$ cat src/hdl/hsvrgb_pkg.sv
// hsvrgb_pkg: shared constants and types for the hsv to rgb converter
// no dependencies; imported by hsvrgb_scale, hsv_to_rgb_converter_top and the bench
package hsvrgb_pkg;

    // input field widths
    localparam int HUE_W = 15;
    localparam int PCT_W = 7;
    localparam int CH_W  = 8;

    // hue geometry in 1/64 degree units
    localparam int SECTOR_Q6  = 3840;
    localparam int HUE_MAX_Q6 = 23040;
    localparam int PCT_MAX    = 100;

    // internal widths
    localparam int BAND_W  = 13;  // offset into a 120 degree band, 0..7680
    localparam int FRAC_W  = 12;  // secondary weight, 0..3840
    localparam int INNER_W = 19;  // s*q + (100-s)*3840, up to 384000
    localparam int NUM_W   = 26;  // v * inner, up to 38400000
    localparam int PROD_W  = 34;  // 255*num and (qe+1)*den

    // exact scaling: channel = floor(255 * num / SCALE_DEN)
    localparam longint SCALE_DEN   = 64'd38400000;
    localparam int     RECIP_W     = 17;
    localparam int     SCALE_SHIFT = 34;
    // floor(255 * 2^34 / SCALE_DEN), estimate is exact or one low
    localparam int     SCALE_RECIP = 114085;
    localparam int     MULT_W      = NUM_W + RECIP_W;

    // pipeline depth: three front stages plus the scaler
    localparam int FRONT_LAT = 3;
    localparam int SCALE_LAT = 4;
    localparam int PIPE_LAT  = FRONT_LAT + SCALE_LAT;

    typedef enum logic [2:0] {
        SEC_0 = 3'd0,
        SEC_1 = 3'd1,
        SEC_2 = 3'd2,
        SEC_3 = 3'd3,
        SEC_4 = 3'd4,
        SEC_5 = 3'd5
    } t_sector;

    typedef enum logic [1:0] {
        PICK_ZERO   = 2'd0,
        PICK_CHROMA = 2'd1,
        PICK_SECOND = 2'd2
    } t_pick;

    typedef enum logic [1:0] {
        CH_RED   = 2'd0,
        CH_GREEN = 2'd1,
        CH_BLUE  = 2'd2
    } t_chan;

    // operands handed to one channel scaler
    typedef struct packed {
        logic [INNER_W-1:0] inner;
        logic [PCT_W-1:0]   value;
    } t_scale_in;

    // routing of chroma and the secondary term per sector and channel
    function automatic t_pick pick_term(input t_sector sec, input t_chan ch);
        t_pick p;
        p = PICK_ZERO;
        case (sec)
            SEC_0: begin
                p = (ch == CH_RED) ? PICK_CHROMA : (ch == CH_GREEN) ? PICK_SECOND : PICK_ZERO;
            end
            SEC_1: begin
                p = (ch == CH_RED) ? PICK_SECOND : (ch == CH_GREEN) ? PICK_CHROMA : PICK_ZERO;
            end
            SEC_2: begin
                p = (ch == CH_RED) ? PICK_ZERO : (ch == CH_GREEN) ? PICK_CHROMA : PICK_SECOND;
            end
            SEC_3: begin
                p = (ch == CH_RED) ? PICK_ZERO : (ch == CH_GREEN) ? PICK_SECOND : PICK_CHROMA;
            end
            SEC_4: begin
                p = (ch == CH_RED) ? PICK_SECOND : (ch == CH_GREEN) ? PICK_ZERO : PICK_CHROMA;
            end
            default: begin
                p = (ch == CH_RED) ? PICK_CHROMA : (ch == CH_GREEN) ? PICK_ZERO : PICK_SECOND;
            end
        endcase
        return p;
    endfunction

endpackage

$ cat src/hdl/hsvrgb_scale.sv
// hsvrgb_scale: four-stage exact floor(255 * value * inner / 38400000)
// depends on hsvrgb_pkg
module hsvrgb_scale
    import hsvrgb_pkg::*;
(
    input  logic             i_clk,
    input  t_scale_in        i_op,
    output logic [CH_W-1:0]  o_chan
);

    localparam logic [RECIP_W-1:0] RECIP = RECIP_W'(SCALE_RECIP);
    localparam logic [NUM_W-1:0]   DEN   = NUM_W'(SCALE_DEN);

    logic [NUM_W-1:0]  r_num_a, n_num_a;
    logic [NUM_W-1:0]  r_num_b;
    logic [CH_W-1:0]   r_qe_b, n_qe_b;
    logic [PROD_W-1:0] r_p_c, n_p_c;
    logic [PROD_W-1:0] r_t_c, n_t_c;
    logic [CH_W-1:0]   r_qe_c;
    logic [CH_W-1:0]   r_q_d, n_q_d;
    logic [MULT_W-1:0] w_est;

    // stage a: full numerator
    assign n_num_a = NUM_W'(NUM_W'(i_op.value) * NUM_W'(i_op.inner));

    // stage b: reciprocal estimate, exact or one low
    assign w_est  = MULT_W'(r_num_a) * MULT_W'(RECIP);
    assign n_qe_b = w_est[SCALE_SHIFT +: CH_W];

    // stage c: scaled numerator and next quotient boundary
    assign n_p_c = (PROD_W'(r_num_b) << 8) - PROD_W'(r_num_b);
    assign n_t_c = PROD_W'((PROD_W'(r_qe_b) + PROD_W'(1)) * PROD_W'(DEN));

    // stage d: one step correction
    assign n_q_d = r_qe_c + ((r_p_c >= r_t_c) ? CH_W'(1) : CH_W'(0));

    always_ff @(posedge i_clk) begin
        r_num_a <= n_num_a;
        r_num_b <= r_num_a;
        r_qe_b  <= n_qe_b;
        r_p_c   <= n_p_c;
        r_t_c   <= n_t_c;
        r_qe_c  <= r_qe_b;
        r_q_d   <= n_q_d;
    end

    assign o_chan = r_q_d;

endmodule

$ cat src/hdl/hsv_to_rgb_converter_top.sv
// hsv_to_rgb_converter_top: pipelined hsv pixel to 8-bit rgb conversion
// depends on hsvrgb_pkg and hsvrgb_scale
//
//  channel  | ports                                          | handshake
//  ---------+------------------------------------------------+----------------------
//  pixel in | i_hue_q6, i_saturation_pct, i_value_pct        | start && !busy
//  rgb out  | o_red, o_green, o_blue, o_in_range             | o_done, one cycle
//
// one pixel transfer per clock; busy never rises, so a pixel may arrive every cycle
// a result appears on o_done after its transfer has passed three front stages
// (sector, band weight, channel routing) and four in each channel scaler
// (multiply, reciprocal estimate, boundary products, correction)
// synchronous active-low reset clears the valid pipe; data registers carry no reset
// the receiver cannot stall, so nothing in the pipe ever holds
module hsv_to_rgb_converter_top
    import hsvrgb_pkg::*;
(
    input  logic             i_clk,
    input  logic             i_rst_n,
    input  logic             start,
    output logic             busy,
    input  logic [HUE_W-1:0] i_hue_q6,
    input  logic [PCT_W-1:0] i_saturation_pct,
    input  logic [PCT_W-1:0] i_value_pct,
    output logic             o_done,
    output logic [CH_W-1:0]  o_red,
    output logic [CH_W-1:0]  o_green,
    output logic [CH_W-1:0]  o_blue,
    output logic             o_in_range
);

    localparam logic [HUE_W-1:0]  SEC1 = HUE_W'(SECTOR_Q6);
    localparam logic [HUE_W-1:0]  SEC2 = HUE_W'(2 * SECTOR_Q6);
    localparam logic [HUE_W-1:0]  SEC3 = HUE_W'(3 * SECTOR_Q6);
    localparam logic [HUE_W-1:0]  SEC4 = HUE_W'(4 * SECTOR_Q6);
    localparam logic [HUE_W-1:0]  SEC5 = HUE_W'(5 * SECTOR_Q6);
    localparam logic [HUE_W-1:0]  HMAX = HUE_W'(HUE_MAX_Q6);
    localparam logic [PCT_W-1:0]  PMAX = PCT_W'(PCT_MAX);
    localparam logic [BAND_W-1:0] HALF = BAND_W'(SECTOR_Q6);
    localparam logic [FRAC_W-1:0] FULL = FRAC_W'(SECTOR_Q6);

    logic w_accept;
    logic w_rng;

    // valid and range flags travel alongside the data
    logic [PIPE_LAT-1:0] r_vld, n_vld;
    logic [PIPE_LAT-1:0] r_rng, n_rng;

    // stage 1
    t_sector           r_sec1, n_sec1;
    logic [BAND_W-1:0] r_band1, n_band1;
    logic [PCT_W-1:0]  r_sat1, r_val1;

    // stage 2
    t_sector            r_sec2;
    logic [FRAC_W-1:0]  r_frac2, n_frac2;
    logic [INNER_W-1:0] r_base2, n_base2;
    logic [PCT_W-1:0]   r_sat2, r_val2;
    logic [BAND_W-1:0]  w_dist;

    // stage 3
    t_scale_in r_op_r, r_op_g, r_op_b;
    t_scale_in n_op_r, n_op_g, n_op_b;

    logic [CH_W-1:0] w_red, w_green, w_blue;

    assign busy     = 1'b0;
    assign w_accept = start && !busy;
    assign w_rng    = (i_hue_q6 <= HMAX) && (i_saturation_pct <= PMAX)
                   && (i_value_pct <= PMAX);

    // valid and range shift
    assign n_vld = {r_vld[PIPE_LAT-2:0], w_accept};
    assign n_rng = {r_rng[PIPE_LAT-2:0], w_rng};

    always_ff @(posedge i_clk) begin
        if (!i_rst_n) begin
            r_vld <= '0;
        end else begin
            r_vld <= n_vld;
        end
    end

    always_ff @(posedge i_clk) begin
        r_rng <= n_rng;
    end

    // stage 1: sector and offset into the 120 degree band
    always_comb begin
        if (i_hue_q6 >= SEC5) begin
            n_sec1 = SEC_5;
        end else if (i_hue_q6 >= SEC4) begin
            n_sec1 = SEC_4;
        end else if (i_hue_q6 >= SEC3) begin
            n_sec1 = SEC_3;
        end else if (i_hue_q6 >= SEC2) begin
            n_sec1 = SEC_2;
        end else if (i_hue_q6 >= SEC1) begin
            n_sec1 = SEC_1;
        end else begin
            n_sec1 = SEC_0;
        end
        // hue at 360 lands on the top of the band, which gives the same weight as zero
        if (i_hue_q6 >= SEC4) begin
            n_band1 = BAND_W'(i_hue_q6 - SEC4);
        end else if (i_hue_q6 >= SEC2) begin
            n_band1 = BAND_W'(i_hue_q6 - SEC2);
        end else begin
            n_band1 = BAND_W'(i_hue_q6);
        end
    end

    always_ff @(posedge i_clk) begin
        r_sec1  <= n_sec1;
        r_band1 <= n_band1;
        r_sat1  <= i_saturation_pct;
        r_val1  <= i_value_pct;
    end

    // stage 2: secondary weight and the shared (100 - s) * 3840 term
    assign w_dist  = (r_band1 >= HALF) ? (r_band1 - HALF) : (HALF - r_band1);
    assign n_frac2 = FULL - FRAC_W'(w_dist);
    assign n_base2 = INNER_W'(INNER_W'(PMAX - r_sat1) * INNER_W'(SECTOR_Q6));

    always_ff @(posedge i_clk) begin
        r_sec2  <= r_sec1;
        r_frac2 <= n_frac2;
        r_base2 <= n_base2;
        r_sat2  <= r_sat1;
        r_val2  <= r_val1;
    end

    // stage 3: route chroma or secondary term to each channel
    function automatic logic [INNER_W-1:0] chan_inner(
        input t_pick             p,
        input logic [PCT_W-1:0]  sat,
        input logic [FRAC_W-1:0] frac,
        input logic [INNER_W-1:0] base
    );
        logic [FRAC_W-1:0] q;
        case (p)
            PICK_CHROMA: q = FULL;
            PICK_SECOND: q = frac;
            default:     q = '0;
        endcase
        return INNER_W'(INNER_W'(sat) * INNER_W'(q)) + base;
    endfunction

    always_comb begin
        n_op_r.inner = chan_inner(pick_term(r_sec2, CH_RED), r_sat2, r_frac2, r_base2);
        n_op_r.value = r_val2;
        n_op_g.inner = chan_inner(pick_term(r_sec2, CH_GREEN), r_sat2, r_frac2, r_base2);
        n_op_g.value = r_val2;
        n_op_b.inner = chan_inner(pick_term(r_sec2, CH_BLUE), r_sat2, r_frac2, r_base2);
        n_op_b.value = r_val2;
    end

    always_ff @(posedge i_clk) begin
        r_op_r <= n_op_r;
        r_op_g <= n_op_g;
        r_op_b <= n_op_b;
    end

    // per channel exact scaling
    hsvrgb_scale u_scale_r (.i_clk(i_clk), .i_op(r_op_r), .o_chan(w_red));
    hsvrgb_scale u_scale_g (.i_clk(i_clk), .i_op(r_op_g), .o_chan(w_green));
    hsvrgb_scale u_scale_b (.i_clk(i_clk), .i_op(r_op_b), .o_chan(w_blue));

    // result, forced to zero for an out-of-range pixel
    assign o_done     = r_vld[PIPE_LAT-1];
    assign o_in_range = r_rng[PIPE_LAT-1];
    assign o_red      = o_in_range ? w_red   : '0;
    assign o_green    = o_in_range ? w_green : '0;
    assign o_blue     = o_in_range ? w_blue  : '0;

    // every transfer gives exactly one result after the pipe depth
    a_latency: assert property (@(posedge i_clk) disable iff (!i_rst_n)
        (start && !busy) |-> ##PIPE_LAT o_done)
        else $error("result missing after transfer");

    a_no_phantom: assert property (@(posedge i_clk) disable iff (!i_rst_n)
        !(start && !busy) |-> ##PIPE_LAT !o_done)
        else $error("result without transfer");

    // range flag lines up with the pixel that produced it
    a_range_align: assert property (@(posedge i_clk) disable iff (!i_rst_n)
        (start && !busy) |-> ##PIPE_LAT (o_in_range == $past(w_rng, PIPE_LAT)))
        else $error("range flag misaligned");

    // full value at zero saturation is pure white
    a_white: assert property (@(posedge i_clk) disable iff (!i_rst_n)
        (start && !busy && i_saturation_pct == '0 && i_value_pct == PMAX
            && i_hue_q6 <= HMAX)
        |-> ##PIPE_LAT (o_red == '1 && o_green == '1 && o_blue == '1))
        else $error("white pixel wrong");

endmodule

$ cat config.mk
export PLATFORM = sky130hd
export DESIGN_NAME = hsv_to_rgb_converter_top
export DESIGN_NICKNAME = d
export VERILOG_FILES = /design/src/hdl/hsvrgb_pkg.sv /design/src/hdl/hsvrgb_scale.sv /design/src/hdl/hsv_to_rgb_converter_top.sv
export SDC_FILE = /design/constraint.sdc
export NUM_CORES = 2
export LEC_CHECK = 0
export ABC_AREA = 1
export BUFFER_PORTS_ARGS = -buffer_cell sky130_fd_sc_hd__buf_4
export CAP_MARGIN = 20
export CORE_MARGIN = 2
export CORE_UTILIZATION = 50
export CTS_CLUSTER_DIAMETER = 150
export CTS_CLUSTER_SIZE = 40
export DETAILED_ROUTE_END_ITERATION = 6
export GPL_TIMING_DRIVEN = 0
export PLACE_DENSITY = 0.72
export SETUP_SLACK_MARGIN = 0.3
export SLEW_MARGIN = 10
export SYNTH_ARGS = -nofsm -noshare
export SYNTH_HDL_FRONTEND = slang
export SYNTH_HIERARCHICAL = 1
export SYNTH_SLANG_ARGS = --single-unit
$ cat constraint.sdc
create_clock -name i_clk -period 5.83 [get_ports i_clk]
set_input_delay 0.2915 -clock i_clk [delete_from_list [all_inputs] [get_ports i_clk]]
set_output_delay 0.2915 -clock i_clk [all_outputs]
set_load 0.02 [all_outputs]
==> flow_summary.toml <==
[cells_and_area]
layout-drive-gt1-share_pct = 3.62
final_common_cell = "inv_1"
fin_nets = 12100
layout_common_cells = "inv_1 (2578), nand2_1 (2098), fa_1 (1123)"
area_delta_synth_final_pct = 6.02

[synthesis]
synthAdderAreaFrac_pct = 46.8
synth_top_family_by_area = "adder cells"
muxShareOfSynthArea_pct = 0
syn_avg_cell_area_um2 = 7.90
yosysUniqueCellTypes = 56
synth_ff_type = "dfxtp_1"
ys_warn_count = 6
synth_area_leader_cell = "fa_1"
postSynthCellCount = 9721
synthArstFlopShare_pct = 0
synth_edf_count = 0
syn-cell-area_um2 = 76800
synth_compound_area_share_pct = 4.65
syn_nets = 11900
synth-seq-cells = 543
yosys-top-cells-area = "fa_1 (29%), ha_1 (17%), dfxtp_1 (14%)"
synth_xor_area_share_pct = 3.10
yosys.area.top_type_share_pct = 29.3
synthSimpleGateAreaFrac_pct = 18.2
ys_seq_area_share_pct = 14.2

[global_route]
track_usage_pct = 23.5
grt_pass1_vias = 62800
gr-total-overflow = 0
grt_max_degree = 41
antenna_found_initial = 5
grt_pass1_wl_um = 304000

[worst_setup_path]
reg2reg_to = "u_scale_b/r_num_a[20]$_DFF_P_"
arrival_ps = 5860
crit_end = "u_scale_b/r_num_a[20]$_DFF_P_"
r2r-start = "r_op_b[2]$_DFF_P_"
critical_path_required_ps = 6380
endpoint_kind = "register"
r2r_slack_ps = 520
path_class = "register to register"
startpoint_type = "register"
r2r.worst_path.cells = 16
cp_max_fo = 10
startpoint = "r_op_b[2]$_DFF_P_"

[sta]
fin_crit_sh_pct = 91.1
fin_worst_skew_ps = 53.2
relSlewSlack_pct = 42.4
tightest_slew_ps = 862
min_period_ps = 5310
setup_violations = 0
max_freq_mhz = 188
final_hold_viol_count = 0
slew_violations = 0
rsz0062_at_grt = "yes"
tns_ps = 0

[route]
antenna_left = 0
drt_wl_total_um = 180000
vias = 59700
routedWlPerCell_um = 15.1
dr.pass1.iters = 5
drc_errors = 0
drtIter0Drc = 3400
viasPerCell = 5.01

[floorplanning]
dieArea_um2 = 157000
core-area_um2 = 152000
fp.dieH_um = 396
initial_core_util_pct = 50.4
io_pins = 59
die_w_um = 396
rows = 143

[place]
globalplace.congestion = 0.922
hpwl_um = 156000
numPortBuffers = 57

[run]
cap_violations = 0

[clocking]
numCtsBuffers = 21
clock-root-buffer = "clkbuf_16"
cts.reportedPaths.clkPinSlew_ps = 130
htree_levels = 1
cts_sinks = 543
cts_tree = "built"
clkLatencyLatePin_ps = 650
clock_path_buffers = 3

[worst_hold_path]
hp-class = "input port to register"

[run_status]
run_status = "completed"
-- cell families (layout without fill, tap and decap cells) --
logic type                 count (synthesis)  after routing
other                                      1              2
and+or+nand+nor                         3400           3400
AOI/OAI and AO/OA                        638            638
xor gates and xnor gates                 271            271
buffers and inverters                   2673           2830
adders and majority gates               2195           2195
DFF                                      543            543
-- synthesized netlist by cell type (2+ instances only) --
master / n
o21a_1: 21
nor2_2: 24
and3_1: 2
nand3b_1: 11
fa_1: 1123
nand2_1: 2106
a211oi_1: 3
o21ai_1: 19
and2_1: 9
nand4_1: 93
or2_0: 4
nor2_4: 7
o21bai_1: 55
o21ai_0: 95
buf_1: 12
nor4_2: 2
nor2b_1: 2
inv_2: 13
nand3_1: 293
nor3_1: 77
o311ai_0: 2
a21o_1: 25
nand2_2: 23
nor3_2: 7
a21oi_1: 381
nand3_2: 17
inv_1: 2589
o31ai_1: 3
xor2_1: 195
or2_2: 8
o211ai_1: 6
xnor2_1: 75
dfxtp_1: 543
or2_1: 2
a31oi_1: 7
a21oi_2: 2
o21ai_2: 10
ha_1: 1072
a21boi_0: 5
nor2_1: 691
clkbuf_1: 55
nor4_1: 18
-- flip-flops by register name (all words and copies together) (netlist names), 10 cells and up --
register           count
u_scale_r/r_p_c       34
r_op_g                19
u_scale_b/r_num_a     26
r_op_r                19
r_frac2               12
r_op_b                26
u_scale_b/r_p_c       34
r_base2               10
u_scale_g/r_p_c       34
u_scale_g/r_num_b     26
u_scale_g/r_num_a     26
u_scale_r/r_num_a     26
r_band1               13
u_scale_r/r_t_c       22
u_scale_r/r_num_b     26
u_scale_g/r_t_c       22
u_scale_b/r_t_c       22
u_scale_b/r_num_b     26
-- what timing repair did --
action                                  4_1_cts  5_1_grt
hold buffers                                 34        0
pin swaps                                     0        1
setup buffers                                 0       32
endpoints found under the setup margin       15       56
endpoints found under the hold margin        37        0
resized for setup                            25      128
-- layout make-up --
| type | count | area, µm² |
|---|---|---|
| antenna | 1 | 2.50 |
| timing repair buffer | 123 | 1010 |
| clock buffer | 22 | 539 |
| clock inverter | 12 | 219 |
| sequential | 543 | 11000 |
| inverter | 2604 | 9810 |
| fill | 14200 | 70900 |
| buffer | 69 | 282 |
| multi-input combinational | 6505 | 56000 |
| tap | 2030 | 2540 |
-- layer usage --
metal	routed length [µm]	global-route usage (%)
met1	80400	31.2
met2	86600	41.5
met3	8070	1.71
met4	4940	6.24
met5	28	0
-- worst max-delay path, stage by stage (launching register included) --
cell	delay [ps]
dfxtp_1	580
clkbuf_1	520
clkbuf_1	490
nand2_1	160
fa_1	530
inv_1	50
fa_1	460
fa_1	520
fa_1	500
ha_1	390
a21oi_1	350
o21bai_1	180
a21o_1	190
nand2_1	100
nand3_1	80
nand2_1	60
nand2_1	40
-- stage by stage --
stage                     setup slack (ps)  cells  hold slack, ps  utilization [%]  instance area (µm²)
after CTS                              316  11900             218             53.1                80900
after detailed placement               172  11800             312             52.4                79700
after floorplan                        809   9721             310                -                76800
after global placement                 210  11800             312             52.4                79700
after global routing                   263  11900             255             53.4                81400
final                                  517  11900             287             53.4                81400
-- how the worst min path moves through the flow --
stage                      startpoint                 to  slack, ps  cells after the start
detailed placement  r_val2[0]$_DFF_P_  r_op_b[0]$_DFF_P_        310                      0
CTS                    i_value_pct[4]  r_val1[4]$_DFF_P_        220                      2
global route           i_value_pct[5]  r_val1[5]$_DFF_P_        250                      2
finish                 i_value_pct[4]  r_val1[4]$_DFF_P_        290                      2
global placement    r_val2[3]$_DFF_P_  r_op_b[3]$_DFF_P_        310                      0
floorplan           r_val2[0]$_DFF_P_  r_op_b[0]$_DFF_P_        310                      0
Power is not shown: default switching activity piles up to over one toggle a cycle in this logic, so the estimate is an artifact.
